$ cat config.mk
export PLATFORM = sky130hd
export DESIGN_NAME = adc_sample_fifo_spi_slave_core
export DESIGN_NICKNAME = d
export VERILOG_FILES = /design/src/rtl/adcsf_pkg.sv /design/src/rtl/adcsf_mem.sv /design/src/rtl/adcsf_ctrl.sv /design/src/rtl/adc_sample_fifo_spi_slave_core.sv
export SDC_FILE = /design/constraint.sdc
export NUM_CORES = 2
export LEC_CHECK = 0
export ABC_AREA = 1
export BUFFER_PORTS_ARGS = -buffer_cell sky130_fd_sc_hd__buf_2
export CAP_MARGIN = 40
export CORE_AREA = 2 2 474 476
export DETAILED_ROUTE_END_ITERATION = 10
export DIE_AREA = 0 0 476 478
export GPL_TIMING_DRIVEN = 0
export PLACE_DENSITY_LB_ADDON = 0.12
export SYNTH_ARGS = -nofsm -noshare
export SYNTH_HDL_FRONTEND = slang
export SYNTH_SLANG_ARGS = --single-unit
$ cat constraint.sdc
create_clock -name aclk -period 4.1 [get_ports aclk]
set_input_delay 0.205 -clock aclk [delete_from_list [all_inputs] [get_ports aclk]]
set_output_delay 0.205 -clock aclk [all_outputs]
set_load 0.005 [all_outputs]
$ cat src/rtl/adcsf_pkg.sv
package adcsf_pkg;

    localparam int FIFO_DEPTH = 256;
    localparam int PTR_W      = $clog2(FIFO_DEPTH);
    localparam int CNT_W      = $clog2(FIFO_DEPTH + 1);
    localparam int SAMPLE_W   = 8;
    localparam int FILL_W     = 9;

    typedef enum logic {
        OP_XFER = 1'b0,
        OP_TICK = 1'b1
    } opcode_t;

    typedef struct packed {
        logic                wr_en;
        logic [PTR_W-1:0]    wr_addr;
        logic [SAMPLE_W-1:0] wr_data;
        logic                rd_en;
        logic [PTR_W-1:0]    rd_addr;
    } mem_req_t;

    typedef struct packed {
        logic [SAMPLE_W-1:0] spi_reply;
        logic                sample_taken;
        logic                full_flag;
        logic [FILL_W-1:0]   fill_level;
    } result_t;

endpackage

$ cat src/rtl/adcsf_mem.sv
module adcsf_mem
    import adcsf_pkg::*;
(
    input  logic                aclk,
    input  mem_req_t            req,
    output logic [SAMPLE_W-1:0] rd_data
);

    logic [SAMPLE_W-1:0] store_reg [FIFO_DEPTH];
    logic [SAMPLE_W-1:0] rd_data_reg;

    always_ff @(posedge aclk) begin
        if (req.wr_en) begin
            store_reg[req.wr_addr] <= req.wr_data;
        end
    end

    // hold the last dequeued sample until the next read
    always_ff @(posedge aclk) begin
        if (req.rd_en) begin
            rd_data_reg <= store_reg[req.rd_addr];
        end
    end

    assign rd_data = rd_data_reg;

endmodule

$ cat src/rtl/adcsf_ctrl.sv
module adcsf_ctrl
    import adcsf_pkg::*;
(
    input  logic                aclk,
    input  logic                aresetn,
    input  logic                fire,
    input  logic                opcode,
    input  logic [SAMPLE_W-1:0] adc_value,
    input  logic                adc_ready,
    input  logic [SAMPLE_W-1:0] rd_data,
    output mem_req_t            mem_req,
    output result_t             result
);

    logic [PTR_W-1:0] wr_ptr_reg, wr_ptr_next;
    logic [PTR_W-1:0] rd_ptr_reg, rd_ptr_next;
    logic [CNT_W-1:0] count_reg, count_next;
    logic             parity_reg, parity_next;
    logic             mark_reg, mark_next;
    logic             pend_valid_reg, pend_valid_next;

    logic             is_tick;
    logic             pop;
    logic             take;
    logic             push;
    logic [SAMPLE_W-1:0] pend_sample;

    function automatic logic [PTR_W-1:0] ptr_inc(input logic [PTR_W-1:0] p);
        if (p == PTR_W'(FIFO_DEPTH - 1)) begin
            return '0;
        end
        return p + PTR_W'(1);
    endfunction

    assign is_tick = (opcode_t'(opcode) == OP_TICK);
    assign pop     = fire && !is_tick && (count_reg != '0);
    assign take    = fire && is_tick && !parity_reg && adc_ready;
    assign push    = take && (count_reg != CNT_W'(FIFO_DEPTH));

    // code 0 is reserved for a declined request
    assign pend_sample = !pend_valid_reg ? '0 :
                         (rd_data == '0) ? SAMPLE_W'(1) : rd_data;

    always_comb begin
        wr_ptr_next     = wr_ptr_reg;
        rd_ptr_next     = rd_ptr_reg;
        count_next      = count_reg;
        parity_next     = parity_reg;
        mark_next       = mark_reg;
        pend_valid_next = pend_valid_reg;
        if (fire && is_tick) begin
            parity_next = !parity_reg;
        end
        if (push) begin
            wr_ptr_next = ptr_inc(wr_ptr_reg);
            count_next  = count_reg + CNT_W'(1);
            mark_next   = 1'b0;
        end else if (take) begin
            mark_next = 1'b1;
        end
        if (pop) begin
            rd_ptr_next     = ptr_inc(rd_ptr_reg);
            count_next      = count_reg - CNT_W'(1);
            pend_valid_next = 1'b1;
        end
    end

    always_ff @(posedge aclk) begin
        if (!aresetn) begin
            wr_ptr_reg     <= '0;
            rd_ptr_reg     <= '0;
            count_reg      <= '0;
            parity_reg     <= 1'b0;
            mark_reg       <= 1'b0;
            pend_valid_reg <= 1'b0;
        end else begin
            wr_ptr_reg     <= wr_ptr_next;
            rd_ptr_reg     <= rd_ptr_next;
            count_reg      <= count_next;
            parity_reg     <= parity_next;
            mark_reg       <= mark_next;
            pend_valid_reg <= pend_valid_next;
        end
    end

    always_comb begin
        mem_req.wr_en   = push;
        mem_req.wr_addr = wr_ptr_reg;
        mem_req.wr_data = adc_value;
        mem_req.rd_en   = pop;
        mem_req.rd_addr = rd_ptr_reg;
    end

    always_comb begin
        result.spi_reply    = pop ? pend_sample : '0;
        result.sample_taken = take;
        result.full_flag    = mark_next;
        result.fill_level   = FILL_W'(count_next);
    end

endmodule

$ cat src/rtl/adc_sample_fifo_spi_slave_core.sv
// The result of an accepted request is registered and shown on the m_ side in the cycle after it is taken.
// Throughput: one request per cycle while m_ready frees the output; the FIFO store takes one push or one pop a cycle.
// A single output register with pass-through ready decouples the two sides.
// Reset (aresetn low, synchronous) empties the FIFO and clears parity and full flag;
// the sample store itself is not cleared.
module adc_sample_fifo_spi_slave_core
    import adcsf_pkg::*;
(
    input  logic                aclk,
    input  logic                aresetn,
    input  logic                s_valid,
    output logic                s_ready,
    input  logic                s_opcode,
    input  logic [SAMPLE_W-1:0] s_adc_value,
    input  logic                s_adc_ready,
    output logic                m_valid,
    input  logic                m_ready,
    output logic [SAMPLE_W-1:0] m_spi_reply,
    output logic                m_sample_taken,
    output logic                m_full_flag,
    output logic [FILL_W-1:0]   m_fill_level
);

    logic                fire;
    mem_req_t            mem_req;
    result_t             result;
    logic [SAMPLE_W-1:0] rd_data;
    logic                m_valid_reg, m_valid_next;
    result_t             out_reg;

    assign s_ready = !m_valid_reg || m_ready;
    assign fire    = s_valid && s_ready;

    adcsf_ctrl u_ctrl (
        .aclk      (aclk),
        .aresetn   (aresetn),
        .fire      (fire),
        .opcode    (s_opcode),
        .adc_value (s_adc_value),
        .adc_ready (s_adc_ready),
        .rd_data   (rd_data),
        .mem_req   (mem_req),
        .result    (result)
    );

    adcsf_mem u_mem (
        .aclk    (aclk),
        .req     (mem_req),
        .rd_data (rd_data)
    );

    always_comb begin
        m_valid_next = m_valid_reg;
        if (fire) begin
            m_valid_next = 1'b1;
        end else if (m_ready) begin
            m_valid_next = 1'b0;
        end
    end

    always_ff @(posedge aclk) begin
        if (!aresetn) begin
            m_valid_reg <= 1'b0;
        end else begin
            m_valid_reg <= m_valid_next;
        end
    end

    // load a new result only when the request is taken
    always_ff @(posedge aclk) begin
        if (fire) begin
            out_reg <= result;
        end
    end

    assign m_valid        = m_valid_reg;
    assign m_spi_reply    = out_reg.spi_reply;
    assign m_sample_taken = out_reg.sample_taken;
    assign m_full_flag    = out_reg.full_flag;
    assign m_fill_level   = out_reg.fill_level;

`ifndef SYNTHESIS
    a_fill_bound: assert property (@(posedge aclk) disable iff (!aresetn)
        m_valid |-> (m_fill_level <= FILL_W'(FIFO_DEPTH)))
        else $error("fill level beyond FIFO depth");

    a_reply_not_on_tick: assert property (@(posedge aclk) disable iff (!aresetn)
        (m_valid && m_sample_taken) |-> (m_spi_reply == '0))
        else $error("reply on a tick");

    a_drop_when_full: assert property (@(posedge aclk) disable iff (!aresetn)
        (m_valid && m_sample_taken && m_full_flag) |-> (m_fill_level == FILL_W'(FIFO_DEPTH)))
        else $error("sample dropped while FIFO not full");

    a_stall_only_when_held: assert property (@(posedge aclk) disable iff (!aresetn)
        !s_ready |-> (m_valid && !m_ready))
        else $error("input stalled without a held result");
`endif

endmodule

==> Word-level counts from Yosys, hierarchy flattened <==
Memories as Yosys holds them, arrays and structs flattened. A register that Yosys moved wholly into a read port is not among the register bits.
Index checks and enable logic that the tools add are counted.
Widths: inputs -> output; s select.
{ "word_totals": {"elab_cells": 55, "ramBits": 2048, "mem_count": 1, "output_inout_bits": 21, "ff_bits": 48} }
{ "mem_list": {"columns": ["name", "depth", "word_bits", "read_ports", "rd_clocked_by_memory_dff", "write_ports", "line", "source"], "rows": [
  ["u_mem.store_reg", 256, 8, 1, 1, 1, "adcsf_mem.sv:9", "logic [SAMPLE_W-1:0] store_reg [FIFO_DEPTH];"]
]} }
{ "op_classes": {"bitwise": 2, "addsub": 4, "n_eq_ne": 3, "reduce_logical": 16, "n_mux": 17} }
{ "op_table": {"columns": ["cell", "n"], "rows": [
  ["$mux 8", 4],
  ["$mux 9", 2],
  ["$add 8x1->8 const B", 2],
  ["$eq 8x8->1 const B", 2],
  ["$mux 1", 11],
  ["$add 9x1->9 const B", 1],
  ["$ne 9x9->1 const B", 1],
  ["$reduce_bool 9->1", 1],
  ["$sub 9x1->9 const B", 1],
  ["$logic_not 8->1", 1],
  ["$logic_and 1x1->1", 7],
  ["$logic_not 1->1", 3],
  ["$reduce_or 3->1", 1],
  ["$not 1->1", 2],
  ["$reduce_and 2->1", 1],
  ["$reduce_bool 2->1", 1],
  ["$logic_or 1x1->1", 1]
]} }

==> Depth between registers and ports, before layout <==
{ "depth": {"word_depth": 9, "ltp_mapped": 21, "ltp_nobuf": 17} }

==> By module <==
From an unflattened synthesis, not the netlist that was laid out.
{ "hier_totals": {"cells_unflattened": 7333, "hier_area_um2": 86086.3} }
{ "modules_own_cells": {"columns": ["module", "area_per_inst_um2", "cells_each", "seq_area_each_um2", "instances"], "rows": [
  ["adcsf_mem", 83476.3, 7003, 61739.2, 1],
  ["adcsf_ctrl", 1988.2, 304, 560.5, 1],
  ["adc_sample_fifo_spi_slave_core", 621.8, 26, 590.6, 1]
]} }

==> Least setup slack after synthesis <==
OpenSTA, ideal clock, no wires.
{ "synth_path": {"path_kind": "flip-flop to flip-flop", "from": "register m_valid_reg (netlist: m_valid)", "to": "memory u_mem.store_reg[191][0] (enable)", "setup_ns": 0.395, "slack_ns": 1.282, "required_ns": 3.705, "stages_incl_launch_ff": 10, "arrival_time_ns": 2.423, "period_less_slack_ns": 2.818, "cell_sequence": "dfxtp_1 -> nand2_1 -> nand2_1 -> inv_2 -> nand3_1 -> nor2_2 -> nand2_1 -> nor2_2 -> nand2_1 -> nor4_1"} }
{ "synth_rtl": {"columns": ["item", "line", "source"], "rows": [
  ["start: declaration", "adc_sample_fifo_spi_slave_core.sv:28", "logic m_valid_reg, m_valid_next;"],
  ["start signal: assignment", "adc_sample_fifo_spi_slave_core.sv:65", "m_valid_reg <= m_valid_next;"],
  ["end: declaration", "adcsf_mem.sv:9", null]
]} }

==> summary.md <==
| Metric | Value |
|---|---|
| Buffers on Ports | 34 |
| Failing checks | setup timing |
| Design Area, Final | 103000 um^2 |
| Mean Syn Cell Area | 10.76 um^2 |
| Root Driver | clkbuf_16 |
| WS Path Type | reg -> reg |
| PwrDens | 608.0 nW/um^2 |
| Top cells by area, synth | edfxtp_1, nand2_1, nor2_1 |
| Static Leakage | 39.15 nW |
| CP Max Fanout | 10 |
| Crit path launch type | flip-flop |
| Ys async rst share | 0% |
| CP peak stage delay | 0.61 ns |
| Die area | 227500 um^2 |
| WL/cell | 31.67 um |
| Total number of vias | 66372 |
| Fin crit share | 100.6% |
| Count of unique library cells instantiated by Yosys | 36 |
| Post-synthesis xor/xnor area fraction | 0.07909% |
| CP Launch Point | u_ctrl.rd_ptr_reg[1]$_SDFFE_PN0N_ |
| Placed cells | 11507 |
| Final non-filler cell total | 11959 |
| Worst-skew pair later-pin latency | 0.91 ns |
| Simple-gate area share of the yosys netlist | 19.20% |
| Post-Syn Instances | 8235 |
| Initial Util | 39.70% |
| Sequential share of the synthesized area | 70.99% |
| Synth Net Count | 8256 |
| Post-Synth Adder-Cell Area | 0.09887% |
| Antenna violations before repair | 33 |
| Largest family of logic cells by synthesized area | simple AND/OR/NAND/NOR gates |
| Row count | 174 |
| Die Ht | 478 um |
| Cells along the critical path | buf_2, buf_2, buf_2, buf_4, o21ai_0, o211ai_1, nand3_1, nand2_1, nand3_1, nand2_1, nand3_1, nand2_1 |
| Tmin final | 4.126 ns |
| Compound-cell area share of the yosys netlist | 4.246% |
| Synth-to-layout area growth | 16.23% |
| Highest Clock Rate | 242.3 MHz |
| CTS max path bufs | 3 |
| H-tree levels | 4 |
| Die Wd | 476 um |
| Syn Std Cell Area | 88590 um^2 |
| Vias in the first global route | 61509 |
| Worst path required time | 4.82 ns |
| Reg2reg start | u_ctrl.rd_ptr_reg[1]$_SDFFE_PN0N_ |
| Core footprint | 223200 um^2 |
| Post-CTS Setup Bufs | 0 |
| Synth top area share | 70.34% |
| Global route overflow | 0 |
| Largest net degree at the start of global routing | 115 |
| Clock sink total | 2104 |
| First-pass detailed-route iteration total | 9 |
| Clock transition at path regs | 0.06 ns |
| Hold WC Path Type | in -> reg |
| Number of synthesized flops with an enable pin | 2075 |
| Critical-path top delay cell | buf_2 |
| Main flop type after synthesis | edfxtp_1 |
| Reg2Reg Setup Slack | -0.03 ns |
| CTS tree | yes |
| Number of CTS-inserted buffers | 228 |
| Synth area leader | edfxtp_1 |
| Layout Nets | 8791 |
| RSZ-0062 raised after global routing | no |
| Yosys warns | 0 |
| First-pass GRT wire length | 510.4 mm |
| HPWL Detailed | 272.5 mm |
| Setup Skew | 0.04779 ns |
| Fill cells | 20858 |
| Final setup violation count | 3 |
| Max rail drop VDD | 521.2 uV |
| Slew Viols, Final | 0 |
| Register bit total from synthesis | 2104 |
| Initial drt markers | 9944 |
| Routed WL | 378.7 mm |
| Dpl cell area | 95550 um^2 |
| Final Hold Viols | 0 |
| Max FFs per register | 2048 |
| Worst EP arrival | 4.84 ns |
| DR DRC count | 0 |
| Most common cell in the netlist | nand2_1 |
| Worst slew pin tran | 1.037 ns |
| Share of cells above drive strength 1 | 9.738% |
| Via/cell ratio | 5.550 |
| Final ANT Viol Nets | 0 |
| Mux contribution to synthesized area | 0% |
| HP Start | s_adc_ready |
| Worst Setup Slack, final | -0.02639 ns |
| Status | finished, violations left |
| Setup TNS Final | -0.05188 ns |
| Final GP Congestion | 0.9934 |
| Boundary pin count | 35 |
| Most frequent cells after synthesis | nand2_1, edfxtp_1, nor2_1 |
| Relative slew slack | 30.87% |
| GRT Total Usage | 32.95% |
| Max-Cap Viols | 0 |
| Setup crit end kind | flip-flop |
==> where the power goes <==
group,internal (mW),switching (mW)
Sequential,23.8,0.0638
Combinational,4.20,14.4
Clock,11.2,8.92
Total,39.2,23.4
==> metal layers <==
layer | vias to the layer above | routed length (um) | share of wire, % | GRT usage, %
li1 | 28620 | - | - | -
met1 | 33011 | 149300 | 39 | 44.81
met2 | 3926 | 162300 | 43 | 48.39
met3 | 795 | 42740 | 11 | 8.260
met4 | 20 | 24280 | 6.4 | 17.80
met5 | - | 154 | 0.041 | 0
==> cells by family after synthesis <==
kind of cell,after synthesis
flip-flops,2104
adder cells (fa/ha/maj),7
buffers and inverters,1128
AND/OR/NAND/NOR,4275
AO/OA/AOI/OAI,713
XOR/XNOR,8
==> stage by stage <==
step	total power, mW	setup slack (ns)	hold WS (ns)	util (%)
after detailed placement	42.22	-0.2821	0.4661	42.82
after floorplan	32.32	1.282	0.3039	-
after CTS	62.03	0.06143	0.1794	46.09
after global placement	41.60	-1.692	0.4449	41.45
final	62.60	-0.02639	0.2258	46.14
after global routing	63.98	0.001612	0.2275	46.13
==> worst paths after layout <==
kind	endpoint	cells past startpoint
worst min register to register	u_ctrl.pend_valid_reg$_SDFFE_PN0N_	2
worst max-delay path	u_mem.rd_data[6]$_DFFE_PN_	12
worst min-delay path	m_sample_taken$_DFFE_PN_	4
worst max register to register	u_mem.rd_data[6]$_DFFE_PN_	12
==> critical path: cells and delay by family (launching register included) <==
| kind | cells | cell delay [ns] |
|---|---|---|
| buffers and inverters | 4 | 2.05 |
| DFF | 1 | 0.34 |
| and+or+nand+nor | 6 | 1.14 |
| AOI/OAI and AO/OA | 2 | 0.36 |
==> placed cells by master, fill, tap and decap left out, drive strengths merged, types with 29 or more instances in the layout <==
master / count
edfxtp: 2075
nor2: 1247
a21oi: 99
dfxtp: 29
buf: 591
o21ai: 534
o211ai: 67
inv: 658
nand2: 2301
nand3: 687
clkbuf: 450
clkinv: 111
==> cell type report <==
class | count | area, um^2 | share of cell area (%)
Clock inverter | 129 | 1102 | 1.071
Multi-Input combinational cell | 5003 | 20970 | 20.36
Timing Repair Buffer | 305 | 3435 | 3.336
Clock buffer | 286 | 6007 | 5.834
Sequential cell | 2104 | 62890 | 61.08
Tap cell | 2992 | 3744 | 3.636
Inverter | 661 | 2486 | 2.415
Buffer | 467 | 2303 | 2.237
Antenna cell | 12 | 30.03 | 0.02916
==> timing repair <==
item / 4_1_cts / 5_1_grt
setup endpoints to repair: 678 / 400
gates resized for setup: 10 / 11
hold buffers: 17 / 0
endpoints found under the hold margin: 622 / 0
Power figures use the tool's default switching activity.
